**config.mk**
```make
export PLATFORM = sky130hd
export DESIGN_NAME = pulse_count_sound_trigger_top
export DESIGN_NICKNAME = d
export VERILOG_FILES = /design/src/pcst_pkg.sv /design/src/pulse_count_sound_trigger_top.sv
export SDC_FILE = /design/constraint.sdc
export NUM_CORES = 1
export LEC_CHECK = 0
export BUFFER_PORTS_ARGS = -buffer_cell sky130_fd_sc_hd__buf_2
export CAP_MARGIN = 20
export CORE_MARGIN = 5
export CORE_UTILIZATION = 56
export DETAILED_ROUTE_END_ITERATION = 12
export PLACE_DENSITY = 0.73
export SYNTH_ARGS = -nofsm -noshare
export SYNTH_HDL_FRONTEND = slang
export SYNTH_SLANG_ARGS = --single-unit
```
**constraint.sdc**
```tcl
create_clock -name clk -period 3.8 [get_ports clk]
set_input_delay 0 -clock clk [delete_from_list [all_inputs] [get_ports clk]]
set_output_delay 0 -clock clk [all_outputs]
set_load 0.005 [all_outputs]
```
**src/pcst_pkg.sv**
```systemverilog
// Package for the pulse-count sound trigger.
// Holds the sequencer phase type, register indexes and register reset values.
// No dependencies.
`default_nettype none
package pcst_pkg;

  localparam int unsigned TimerW = 20;
  localparam int unsigned CountW = 8;
  localparam int unsigned CfgIdxW = 3;
  localparam int unsigned CfgDataW = 20;

  typedef enum logic [5:0] {
    PH_IDLE      = 6'b000001,
    PH_RST_HIGH  = 6'b000010,
    PH_RST_LOW   = 6'b000100,
    PH_DATA_HIGH = 6'b001000,
    PH_DATA_LOW  = 6'b010000,
    PH_GAP       = 6'b100000
  } phase_t;

  typedef enum logic [CfgIdxW-1:0] {
    REG_RESET_HIGH = 3'd0,
    REG_RESET_LOW  = 3'd1,
    REG_PULSE_HIGH = 3'd2,
    REG_PULSE_LOW  = 3'd3,
    REG_GAP        = 3'd4
  } cfg_reg_t;

  localparam logic [15:0] RESET_HIGH_DEF = 16'd660;
  localparam logic [15:0] RESET_LOW_DEF  = 16'd660;
  localparam logic [15:0] PULSE_HIGH_DEF = 16'd330;
  localparam logic [15:0] PULSE_LOW_DEF  = 16'd330;
  localparam logic [19:0] GAP_DEF        = 20'd200000;

endpackage
`default_nettype wire

```
**src/pulse_count_sound_trigger_top.sv**
```systemverilog
// Top level of the pulse-count sound trigger: sequencer and result register.
// Depends on pcst_pkg.
//
// Usage: the input channel carries one item per transfer, either a tick
// (command 0, which advances the sequencer by one time unit and samples the
// chip's ready line) or a play request (command 1, which loads the pulse
// count and repeat count and cancels any sequence in progress). Every input
// transfer yields exactly one result transfer that shows the line levels,
// the sending and waiting flags and the repetitions left after that item.
// The result is registered and valid in the cycle after the input transfer;
// with a single result register, one item is taken in every cycle unless
// the receiver stalls. The input is stalled only while a result is
// held and the receiver stalls, so nothing is lost or repeated.
// The configuration port writes the duration registers, counted in ticks;
// the user must use it only while the block is idle, which the block does
// not enforce. Reset returns the sequencer to idle with zero counts, loads
// the default durations and empties the result register.
`default_nettype none
module pulse_count_sound_trigger_top (
  input  wire logic                          clk,
  input  wire logic                          rst_n,
  input  wire logic                          cfg_wr_en,
  input  wire logic [pcst_pkg::CfgIdxW-1:0]  cfg_index,
  input  wire logic [pcst_pkg::CfgDataW-1:0] cfg_data,
  input  wire logic                          in_valid,
  output logic                               in_stall,
  input  wire logic                          in_command,
  input  wire logic [pcst_pkg::CountW-1:0]   in_pulse_count,
  input  wire logic [pcst_pkg::CountW-1:0]   in_repeat_count,
  input  wire logic                          in_chip_ready,
  output logic                               out_valid,
  input  wire logic                          out_stall,
  output logic                               out_data_line,
  output logic                               out_reset_line,
  output logic                               out_sending,
  output logic                               out_waiting_ready,
  output logic [pcst_pkg::CountW-1:0]        out_repeats_left
);
  import pcst_pkg::*;

  logic [15:0]       reset_high_r, reset_low_r, pulse_high_r, pulse_low_r;
  logic [TimerW-1:0] gap_r;

  phase_t            phase_r, phase_nxt;
  logic [TimerW-1:0] timer_r, timer_nxt;
  logic [CountW-1:0] pulses_left_r, pulses_left_nxt;
  logic [CountW-1:0] pulse_total_r, pulse_total_nxt;
  logic [CountW-1:0] repeat_total_r, repeat_total_nxt;

  logic              out_valid_r;
  logic              data_line_r, reset_line_r, sending_r, waiting_r;
  logic [CountW-1:0] repeats_left_r;

  logic              accept;
  logic              waiting;
  logic [CountW-1:0] pl_dec;
  logic [CountW-1:0] data_cnt;
  logic [TimerW-1:0] reset_high_t, reset_low_t, pulse_high_t, pulse_low_t;

  function automatic logic [TimerW-1:0] at_least_one(input logic [15:0] v);
    logic [TimerW-1:0] w;
    w = {{(TimerW-16){1'b0}}, v};
    return (v == 16'd0) ? TimerW'(1) : w;
  endfunction

  assign in_stall = out_valid_r & out_stall;
  assign accept   = in_valid & ~in_stall;

  assign reset_high_t = at_least_one(reset_high_r);
  assign reset_low_t  = at_least_one(reset_low_r);
  assign pulse_high_t = at_least_one(pulse_high_r);
  assign pulse_low_t  = at_least_one(pulse_low_r);
  assign pl_dec   = (pulses_left_r != '0) ? pulses_left_r - CountW'(1) : '0;
  assign data_cnt = (phase_r == PH_DATA_LOW) ? pl_dec : pulses_left_r;

  always_comb begin
    phase_nxt        = phase_r;
    timer_nxt        = timer_r;
    pulses_left_nxt  = pulses_left_r;
    pulse_total_nxt  = pulse_total_r;
    repeat_total_nxt = repeat_total_r;
    waiting          = 1'b0;
    if (in_command) begin
      pulse_total_nxt  = in_pulse_count;
      repeat_total_nxt = in_repeat_count;
      pulses_left_nxt  = '0;
      phase_nxt        = PH_IDLE;
      timer_nxt        = '0;
    end else begin
      unique case (phase_r)
        PH_IDLE: begin
          if (repeat_total_r != '0) begin
            if (in_chip_ready) begin
              phase_nxt       = PH_RST_HIGH;
              timer_nxt       = reset_high_t;
              pulses_left_nxt = pulse_total_r;
            end else begin
              waiting = 1'b1;
            end
          end
        end
        default: begin
          if (timer_r <= TimerW'(1)) begin
            timer_nxt = '0;
            unique case (phase_r)
              PH_RST_HIGH: begin
                phase_nxt = PH_RST_LOW;
                timer_nxt = reset_low_t;
              end
              PH_DATA_HIGH: begin
                phase_nxt = PH_DATA_LOW;
                timer_nxt = pulse_low_t;
              end
              PH_RST_LOW, PH_DATA_LOW: begin
                pulses_left_nxt = data_cnt;
                if (data_cnt != '0) begin
                  phase_nxt = PH_DATA_HIGH;
                  timer_nxt = pulse_high_t;
                end else if (gap_r != '0) begin
                  phase_nxt = PH_GAP;
                  timer_nxt = gap_r;
                end else begin
                  if (repeat_total_r != '0) begin
                    repeat_total_nxt = repeat_total_r - CountW'(1);
                  end
                  phase_nxt = PH_IDLE;
                end
              end
              default: begin
                if (repeat_total_r != '0) begin
                  repeat_total_nxt = repeat_total_r - CountW'(1);
                end
                phase_nxt = PH_IDLE;
              end
            endcase
          end else begin
            timer_nxt = timer_r - TimerW'(1);
          end
        end
      endcase
    end
  end

  always_ff @(posedge clk) begin
    if (!rst_n) begin
      reset_high_r <= RESET_HIGH_DEF;
      reset_low_r  <= RESET_LOW_DEF;
      pulse_high_r <= PULSE_HIGH_DEF;
      pulse_low_r  <= PULSE_LOW_DEF;
      gap_r        <= GAP_DEF;
    end else if (cfg_wr_en) begin
      unique case (cfg_index)
        REG_RESET_HIGH: reset_high_r <= cfg_data[15:0];
        REG_RESET_LOW:  reset_low_r  <= cfg_data[15:0];
        REG_PULSE_HIGH: pulse_high_r <= cfg_data[15:0];
        REG_PULSE_LOW:  pulse_low_r  <= cfg_data[15:0];
        REG_GAP:        gap_r        <= cfg_data;
        default: ;
      endcase
    end
  end

  always_ff @(posedge clk) begin
    if (!rst_n) begin
      phase_r        <= PH_IDLE;
      timer_r        <= '0;
      pulses_left_r  <= '0;
      pulse_total_r  <= '0;
      repeat_total_r <= '0;
      out_valid_r    <= 1'b0;
    end else begin
      if (accept) begin
        phase_r        <= phase_nxt;
        timer_r        <= timer_nxt;
        pulses_left_r  <= pulses_left_nxt;
        pulse_total_r  <= pulse_total_nxt;
        repeat_total_r <= repeat_total_nxt;
        out_valid_r    <= 1'b1;
      end else if (!out_stall) begin
        out_valid_r <= 1'b0;
      end
    end
  end

  always_ff @(posedge clk) begin
    if (accept) begin
      data_line_r    <= (phase_nxt == PH_DATA_HIGH);
      reset_line_r   <= (phase_nxt == PH_RST_HIGH);
      sending_r      <= (repeat_total_nxt != '0);
      waiting_r      <= waiting;
      repeats_left_r <= repeat_total_nxt;
    end
  end

  assign out_valid         = out_valid_r;
  assign out_data_line     = data_line_r;
  assign out_reset_line    = reset_line_r;
  assign out_sending       = sending_r;
  assign out_waiting_ready = waiting_r;
  assign out_repeats_left  = repeats_left_r;

endmodule
`default_nettype wire

```
**After elaboration in Yosys (flattened, before gate mapping)**

Cells that the tools add are included.

- $add $sub $neg: 3
- Order comparisons: 1
- Equality and inequality tests: 14
- Mux-type cells: 38
- Bitwise operators: 5
- Reductions and logical operators: 23

Operator list:

| kind | count |
|---|---|
| $mux 20 | 7 |
| $mux 8 | 14 |
| $logic_not 16->1 | 4 |
| $mux 16 | 4 |
| $pmux 20 s3 | 1 |
| $mux 6 | 7 |
| $reduce_bool 8->1 | 4 |
| $le 20x1->1 const B | 1 |
| $reduce_bool 20->1 | 1 |
| $sub 20x1->20 const B | 1 |
| $pmux 6 s3 | 1 |
| $pmux 8 s2 | 1 |
| $sub 8x1->8 const B | 2 |
| $eq 6x2->1 const B | 2 |
| $eq 6x4->1 const B | 2 |
| $reduce_and 2->1 | 6 |
| $eq 3x2->1 const B | 2 |
| $eq 6x1->1 const B | 1 |
| $eq 6x3->1 const B | 1 |
| $eq 6x5->1 const B | 1 |
| $ne 3x3->1 const B | 2 |
| $reduce_bool 3->1 | 2 |
| $reduce_and 5->1 | 1 |
| $reduce_or 2->1 | 2 |
| 9 further kinds | 14 |

- Register bits after elaboration: 147
- Input port bits: 46
- Output and inout port bits: 14
- Word-level logic and storage cells: 100

**Longest topological paths before layout**

Gate-level depths: netlist of the first run.

- Depth after elaboration: 10
- Depth in mapped cells: 12
- Depth with buffers taken out: 11

**Worst setup path before layout of the first run**

No wires, ideal clock.

- Path type: flip-flop to flip-flop
- Start: reg phase_r[0]
- End: reg sending_r, in the netlist out_sending, data pin
- Setup time: 263 ps
- Data arrival time: 2847 ps
- Data required time: 3537 ps
- Path slack: 690 ps
- Stages on the path, launching flop included: 11
- Path buffers: 1
- Period minus slack after synthesis: 3110 ps
- Path through: dfxtp_1 -> buf_6 -> or4_4 -> nor4_2 -> mux2i_1 -> o2111ai_4 -> o32a_4 -> a21oi_2 -> a32oi_2 -> nor4_1 -> nand2_1

- Longest elaborated chain between the ends: 9
- Elaborated cells on any way between the ends: 15
- Classes of those cells: eq/ne (5); mux (6); reduce/logical (4)

Ends and longest elaborated chain:

| item | line | text |
|---|---|---|
| from (decl) | pulse_count_sound_trigger_top.sv:44 | `phase_t phase_r, phase_nxt;` |
| from (signal assigned) | pulse_count_sound_trigger_top.sv:173 | `phase_r <= phase_nxt;` |
| $eq 6x5->1 | pulse_count_sound_trigger_top.sv:74, pulse_count_sound_trigger_top.sv:105 |  |
| $mux 8 | pulse_count_sound_trigger_top.sv:74 | `assign data_cnt = (phase_r == PH_DATA_LOW) ? pl_dec : pulses_left_r;` |
| $reduce_bool 8->1 | pulse_count_sound_trigger_top.sv:116 | `if (data_cnt != '0) begin` |
| $mux 8 | pulse_count_sound_trigger_top.sv:116 |  |
| $pmux 8 s2 | pulse_count_sound_trigger_top.sv:105 | `unique case (phase_r)` |
| $mux 8 | pulse_count_sound_trigger_top.sv:103 | `if (timer_r <= TimerW'(1)) begin` |
| $mux 8 * | pulse_count_sound_trigger_top.sv:90 | `unique case (phase_r)` |
| $mux 8 * | pulse_count_sound_trigger_top.sv:83 | `if (in_command) begin` |
| via repeat_total_nxt[7] | pulse_count_sound_trigger_top.sv:48 | `logic [CountW-1:0] repeat_total_r, repeat_total_nxt;` |
| $reduce_bool 8->1 * | pulse_count_sound_trigger_top.sv:189 | `sending_r <= (repeat_total_nxt != '0);` |
| to (signal assigned) | pulse_count_sound_trigger_top.sv:189 |  |
| to (decl) | pulse_count_sound_trigger_top.sv:51 | `logic data_line_r, reset_line_r, sending_r, waiting_r;` |

Mark *: on every way through the listed nets, which the timed path passes. The rest lies on a longest branch.
A chain may end at the register's enable or synchronous reset.

**Final worst setup path of the first run**

Same ends and word-level chain as after synthesis.

==> results of run 1 <==
## power by group through the flow
stage | Clock [mW] | Combinational (mW) | Sequential [mW]
2_1_floorplan | 0 | 0.426 | 1.70
3_3_place_gp | 0 | 0.587 | 1.72
3_5_place_dp | 0 | 0.591 | 1.72
4_1_cts | 1.68 | 0.625 | 1.69
5_1_grt | 1.75 | 0.696 | 1.70
6_report | 1.67 | 0.634 | 1.69
## registers in the layout (all words and copies together), names as in the netlist, 16 cells and up
name,cells
reset_low_r,16
pulse_low_r,16
gap_r,20
reset_high_r,16
timer_r,20
pulse_high_r,16
## layer usage
layer | track usage, % | up-vias | share of wire, %
met4 | 9.09 | 0 | 2.3
met1 | 34.9 | 3398 | 42
met2 | 46.8 | 298 | 49
met5 | 0 | - | 0
met3 | 4.92 | 39 | 6.7
li1 | - | 3557 | -
## kinds of logic after synthesis
group                      synth area share [%]
AOI/OAI and AO/OA                          23.5
xor gates and xnor gates                   1.94
adders and majority gates                 0.814
buffers and inverters                      4.02
DFF                                        39.9
muxes                                      2.74
and+or+nand+nor                            27.1
## area by class of cell
type                       count  area, µm²
multi-input combinational    729       4320
fill                        1144       4310
sequential                   147       3060
timing repair buffer         115        811
clock buffer                  20        457
tap                          176        220
clock inverter                11        123
inverter                      14       52.6
## timing repair
item | 4_1_cts | 5_1_grt
gates resized for setup | 0 | 0
endpoints found under the hold margin | 103 | 2
setup endpoints to repair | 0 | 0
hold buffers | 36 | 1
## cell usage after synthesis (2+ instances only)
library cell,instances
nand2_1,230
dfxtp_1,135
a21boi_0,74
a21oi_1,51
clkbuf_1,47
nand3_1,43
nor2_1,39
o21ai_0,39
a22oi_1,22
nor4_1,22
mux2i_1,21
nor3_1,21
inv_1,14
edfxtp_1,12
nor2b_1,12
o211ai_1,11
and2_1,9
xor2_1,9
a221oi_1,8
or3_1,8
xnor2_1,8
a21boi_1,6
buf_2,6
a2111oi_0,5
a31oi_1,5
ha_1,5
nand4_1,5
a41o_1,4
nand3b_1,4
o22ai_1,4
a21o_1,3
a2bb2oi_1,3
and3_1,3
and4_1,3
buf_6,3
nor4_2,3
or4_1,3
or4b_1,3
a21oi_2,2
nand2b_1,2
nand4b_1,2
nor2_4,2
nor4b_4,2
or2_2,2
or4_4,2
## critical path, cell delays in order (launching register included)
cell and delay [ns]:
dfxtp_1 0.43, or4_4 0.63, nor4_2 0.30, mux2i_1 0.39, o2111ai_4 0.25, o32a_4 0.43, a21oi_2 0.15, a32oi_2 0.14
nor4_1 0.35, nand2_1 0.09
## through the flow
stage	hold WS, ns	total power [mW]
2_1_floorplan	0.110	2.13
3_3_place_gp	0.211	2.30
3_5_place_dp	0.219	2.31
4_1_cts	0.00426	3.99
5_1_grt	0.0340	4.15
6_report	0.00877	3.99
## how the worst max path moves through the flow
stage / startpoint / endpoint / slack (ns) / cells past startpoint
after floorplan: phase_r[0]$_SDFFE_PN1P_ / out_sending$_DFFE_PP_ / 0.69 / 10
after global placement: phase_r[0]$_SDFFE_PN1P_ / out_sending$_DFFE_PP_ / 0.46 / 9
after detailed placement: phase_r[0]$_SDFFE_PN1P_ / out_sending$_DFFE_PP_ / 0.38 / 9
after CTS: phase_r[0]$_SDFFE_PN1P_ / out_sending$_DFFE_PP_ / 0.38 / 9
after global routing: phase_r[0]$_SDFFE_PN1P_ / out_sending$_DFFE_PP_ / 0.23 / 9
final: phase_r[0]$_SDFFE_PN1P_ / out_sending$_DFFE_PP_ / 0.38 / 9
==> flow_metrics.py, run 1 <==
metrics = {
    "clock_network": {
        "clock_path_buffers": 2,
        "cts_setup_buffers": 0,
        "root_buffer": "clkbuf_16",
        "clock_sinks": 147,
        "clk_pin_slew_ns": 0.06,
        "numCtsBuffers": 17,
        "insertion_delay_ns": 0.43,
        "cts_tree": "built",
        "htreeDepth": 4,
    },
    "detailed_routing": {
        "drtIter0Drc": 717,
        "first_pass_iters": 6,
        "routed_wl_um": 22000,
        "wl_per_cell_um": 18.2,
        "drc": 0,
        "vias": 7292,
        "via_per_inst": 6.02,
        "ant_nets": 0,
    },
    "logic_synthesis": {
        "synth-main-ff-cell": "dfxtp_1",
        "ys_ff_latch": 147,
        "synth_edf_count": 12,
        "synth_top_area_share_pct": 35.2,
        "avgSynthCellArea_um2": 8.10,
        "syn_nets": 1000,
        "yosys.area.top_type": "dfxtp_1",
        "postSynthCellCount": 949,
        "synth-seq-area-share_pct": 39.9,
        "syn_area_mm2": 0.00768,
        "synth_cell_types": 77,
        "ys_warn_count": 0,
        "synth_area_leaders": "dfxtp_1 35%, nand2_1 11%, a21boi_0 7.2%, edfxtp_1 4.7%, a21oi_1 3.3%",
        "ys_async_sr_fraction_pct": 0,
    },
    "sta": {
        "layout_min_cycle_time_ns": 3.42,
        "maxSlewViolCount": 0,
        "grt_setup_unrepaired": "no",
        "final-hold-violation-count": 0,
        "setup_ws_ns": 0.379,
        "fmax_mhz": 292,
        "finalClockSkew_ns": 0.00956,
        "finalSetupViolations": 0,
        "tightestPinTransition_ns": 0.995,
        "fin_setup_tns_ns": 0,
        "relSlewSlack_pct": 33.7,
        "fin_crit_sh_pct": 90.0,
    },
    "worst_hold_path": {
        "holdPathStages": 5,
        "min_to": "reset_low_r[1]$_SDFFE_PN0P_",
        "worstHoldStart": "cfg_index[0]",
        "hold_class": "primary input to flip-flop",
    },
    "global_routing": {
        "grt_max_degree": 113,
        "grt_pass1_vias": 6922,
        "grt_usage_pct": 27.3,
        "antenna_found_initial": 0,
        "grt_pass1_wl_um": 35700,
        "overflow": 0,
    },
    "power": {
        "vdd_drop_max_uv": 401,
        "seq_power_share_pct": 42.3,
        "p_clk_share_pct": 41.8,
        "p_switching_mw": 1.11,
        "p_leak_nw": 3.41,
        "p_int_mw": 2.89,
        "netSwitchingFraction_pct": 27.7,
        "power.density_mw_per_mm2": 442,
        "comb_power_share_pct": 15.9,
    },
    "final_layout": {
        "area_growth_syn_to_layout_pct": 17.7,
        "final_cell_mix": "230 x nand2_1, 135 x dfxtp_1, 74 x a21boi_0, 58 x buf_2, 50 x a21oi_1",
        "nets": 1075,
        "drive_gt1_share_pct": 12.9,
        "fin_cells": 1212,
        "final_common_cell": "nand2_1",
        "antennaDiodeCount": 0,
        "finalInstanceArea_mm2": 0.00904,
        "fin_util_pct": 67.7,
    },
    "place": {
        "post-dp-hpwl_um": 14900,
        "dpl.cell_count": 1143,
        "portBuffers": 59,
        "gp_routability_congestion": 0.939,
        "place_ws_ns": 0.380,
        "placed_area_mm2": 0.00809,
    },
    "floorplan": {
        "ios": 60,
        "start_util_pct": 57.6,
        "dieArea_mm2": 0.0162,
        "die_h_um": 127,
        "row_count": 42,
        "core-area_mm2": 0.0133,
        "die_width_um": 127,
    },
    "critical_path": {
        "crit_type": "flip-flop to flip-flop",
        "cp.required_ns": 3.97,
        "arrival_ns": 3.59,
        "reg2reg_from": "phase_r[0]$_SDFFE_PN1P_",
        "endpoint_kind": "flip-flop",
        "reg2reg_depth": 9,
        "start_kind": "flip-flop",
        "reg2reg_to": "out_sending$_DFFE_PP_",
        "reg2reg_setup_slack_ns": 0.38,
        "critPathMaxFanout": 8,
    },
    "status": {
        "status": "finished, final reports clean",
    },
    "run": {
        "cap_violations": 0,
    },
}
(Power assumes the default switching activity.)
==> run 2: changes to the inputs <==
--- a/config.mk
+++ b/config.mk
@@ -8,9 +8,10 @@
 export BUFFER_PORTS_ARGS = -buffer_cell sky130_fd_sc_hd__buf_2
 export CAP_MARGIN = 20
 export CORE_MARGIN = 5
-export CORE_UTILIZATION = 56
+export CORE_UTILIZATION = 50
 export DETAILED_ROUTE_END_ITERATION = 12
-export PLACE_DENSITY = 0.73
+export GPL_TIMING_DRIVEN = 0
+export PLACE_DENSITY = 0.66
 export SYNTH_ARGS = -nofsm -noshare
 export SYNTH_HDL_FRONTEND = slang
 export SYNTH_SLANG_ARGS = --single-unit
==> flow_metrics.py, run 2 (synthesis gave the netlist of run 1 again) <==
metrics = {
    "status": {
        "status": "finished, final reports clean",
    },
    "floorplan": {
        "die_h_um": 134,
        "dieArea_mm2": 0.0179,
        "row_count": 45,
        "core-area_mm2": 0.0151,
        "ios": 60,
        "die_width_um": 134,
        "start_util_pct": 50.7,
    },
    "sta": {
        "layout_min_cycle_time_ns": 3.64,
        "fmax_mhz": 275,
        "tightestPinTransition_ns": 0.944,
        "relSlewSlack_pct": 37.1,
        "final-hold-violation-count": 0,
        "finalSetupViolations": 0,
        "fin_setup_tns_ns": 0,
        "grt_setup_unrepaired": "no",
        "maxSlewViolCount": 0,
        "finalClockSkew_ns": 0.00784,
        "fin_crit_sh_pct": 95.8,
    },
    "global_routing": {
        "grt_usage_pct": 26.6,
        "antenna_found_initial": 0,
        "grt_max_degree": 22,
        "grt_pass1_wl_um": 37200,
        "overflow": 0,
        "grt_pass1_vias": 6831,
    },
    "critical_path": {
        "endpoint_kind": "flip-flop",
        "cpPeakStageDelay_ns": 0.57,
        "critPathBufInv": 1,
        "crit_path_top_delay_cell": "or4_4",
        "critPathMaxFanout": 8,
        "crit_type": "flip-flop to flip-flop",
        "arrival_ns": 3.81,
        "path_cells": "buf_4 -> or4_4 -> nor4_2 -> mux2i_1 -> o2111ai_4 -> o31ai_2 -> a21bo_1 -> a31oi_1 -> nor4_1 -> nand2_1",
        "cp.required_ns": 3.97,
        "worst_path_dominant_cell_family": "simple AND/OR/NAND/NOR gates",
        "start_kind": "flip-flop",
    },
    "clock_network": {
        "clock_sinks": 147,
        "insertion_delay_ns": 0.44,
        "numCtsBuffers": 17,
        "cts_tree": "built",
        "root_buffer": "clkbuf_16",
        "htreeDepth": 4,
        "clk_pin_slew_ns": 0.06,
        "clock_path_buffers": 2,
        "cts_setup_buffers": 0,
    },
    "final_layout": {
        "final_cell_mix": "230 x nand2_1, 135 x dfxtp_1, 74 x a21boi_0, 64 x buf_2, 51 x a21oi_1",
        "final_common_cell": "nand2_1",
        "finalInstanceArea_mm2": 0.00914,
        "drive_gt1_share_pct": 11.7,
        "top_regs": "gap_r x20, timer_r x20",
        "area_growth_syn_to_layout_pct": 19.0,
        "nets": 1113,
        "antennaDiodeCount": 0,
    },
    "detailed_routing": {
        "first_pass_iters": 7,
        "ant_nets": 0,
        "vias": 7458,
        "via_per_inst": 5.90,
        "wl_per_cell_um": 18.9,
        "routed_wl_um": 23900,
        "drtIter0Drc": 586,
        "drc": 0,
    },
    "power": {
        "p_leak_nw": 3.41,
        "vdd_drop_max_uv": 313,
        "comb_power_share_pct": 16.6,
        "seq_power_share_pct": 42.6,
        "p_int_mw": 2.76,
        "netSwitchingFraction_pct": 30.2,
        "p_clk_share_pct": 40.7,
        "power.density_mw_per_mm2": 432,
        "p_switching_mw": 1.19,
    },
    "worst_hold_path": {
        "hold_class": "primary input to flip-flop",
    },
    "place": {
        "gp_routability_congestion": 0.904,
        "placed_area_mm2": 0.00821,
        "post-dp-hpwl_um": 17300,
        "portBuffers": 58,
    },
    "run": {
        "cap_violations": 0,
    },
}
## run 2: cell count changes in the layout (fill, tap and decap cells not counted), sizes merged
cell,delta
buf,-9
clkinvlp,+2
dlygate4sd3,-1
clkbuf,+47
inv,-1
bufinv,-2
clkinv,+3
## run 2: area by class of cell
cell class | instances | area [µm²]
multi-input combinational | 729 | 4320
tap | 188 | 235
fill | 1385 | 6000
buffer | 59 | 256
timing repair buffer | 94 | 651
inverter | 14 | 52.6
clock inverter | 13 | 123
clock buffer | 19 | 443
sequential | 147 | 3060
## run 2: power groups by stage
stage	clock (mW)	combinational, mW	sequential, mW
floorplan	0	0.426	1.70
global placement	0	0.616	1.71
detailed placement	0	0.617	1.72
CTS	1.62	0.649	1.68
global route	1.69	0.718	1.69
finish	1.61	0.656	1.68
## run 2: worst paths after layout
check,depth (start not counted),to,slack (ns),from
worst max-delay path,10,out_sending$_DFFE_PP_,0.16,phase_r[1]$_SDFFE_PN0P_
worst min-delay path,5,repeat_total_r[0]$_SDFFE_PN0P_,0.0008,in_repeat_count[0]
worst max register to register,10,out_sending$_DFFE_PP_,0.16,phase_r[1]$_SDFFE_PN0P_
worst min register to register,2,pulse_total_r[2]$_SDFFE_PN0P_,0.47,pulse_total_r[2]$_SDFFE_PN0P_
## run 2: what timing repair did
item / CTS / global route
setup endpoints to repair: 0 / 2
hold buffers: 36 / 0
gates resized for setup: 0 / 1
hold endpoints to repair: 103 / 0
## run 2: metal layers
| metal | routed length, µm | vias up | share of wire (%) | track usage [%] |
|---|---|---|---|---|
| met5 | 0 | - | 0 | 0 |
| met4 | 1090 | 0 | 4.6 | 13.7 |
| met3 | 1410 | 62 | 5.9 | 4.54 |
| met2 | 10900 | 278 | 45 | 41.8 |
| met1 | 10600 | 3485 | 44 | 35.3 |
| li1 | - | 3633 | - | - |
## run 2: through the flow
stage / worst slack (ns) / util [%] / cells / total power [mW] / hold slack, ns
detailed placement: 0.0564 / 54.2 / 1195 / 2.33 / 0.212
global placement: 0.0833 / 54.2 / 1195 / 2.33 / 0.207
floorplan: 0.690 / - / 949 / 2.13 / 0.110
CTS: 0.0561 / 60.3 / 1263 / 3.95 / 0.00310
finish: 0.160 / 60.4 / 1263 / 3.95 / 0.000839
global route: 0.00171 / 60.4 / 1263 / 4.10 / 0.0312
## run 2: worst register-to-register path: stages (launching register included)
cell       delay (ns)
dfxtp_1          0.30
buf_4            0.17
or4_4            0.57
nor4_2           0.30
mux2i_1          0.42
o2111ai_4        0.26
o31ai_2          0.56
a21bo_1          0.19
a31oi_1          0.15
nor4_1           0.38
nand2_1          0.10
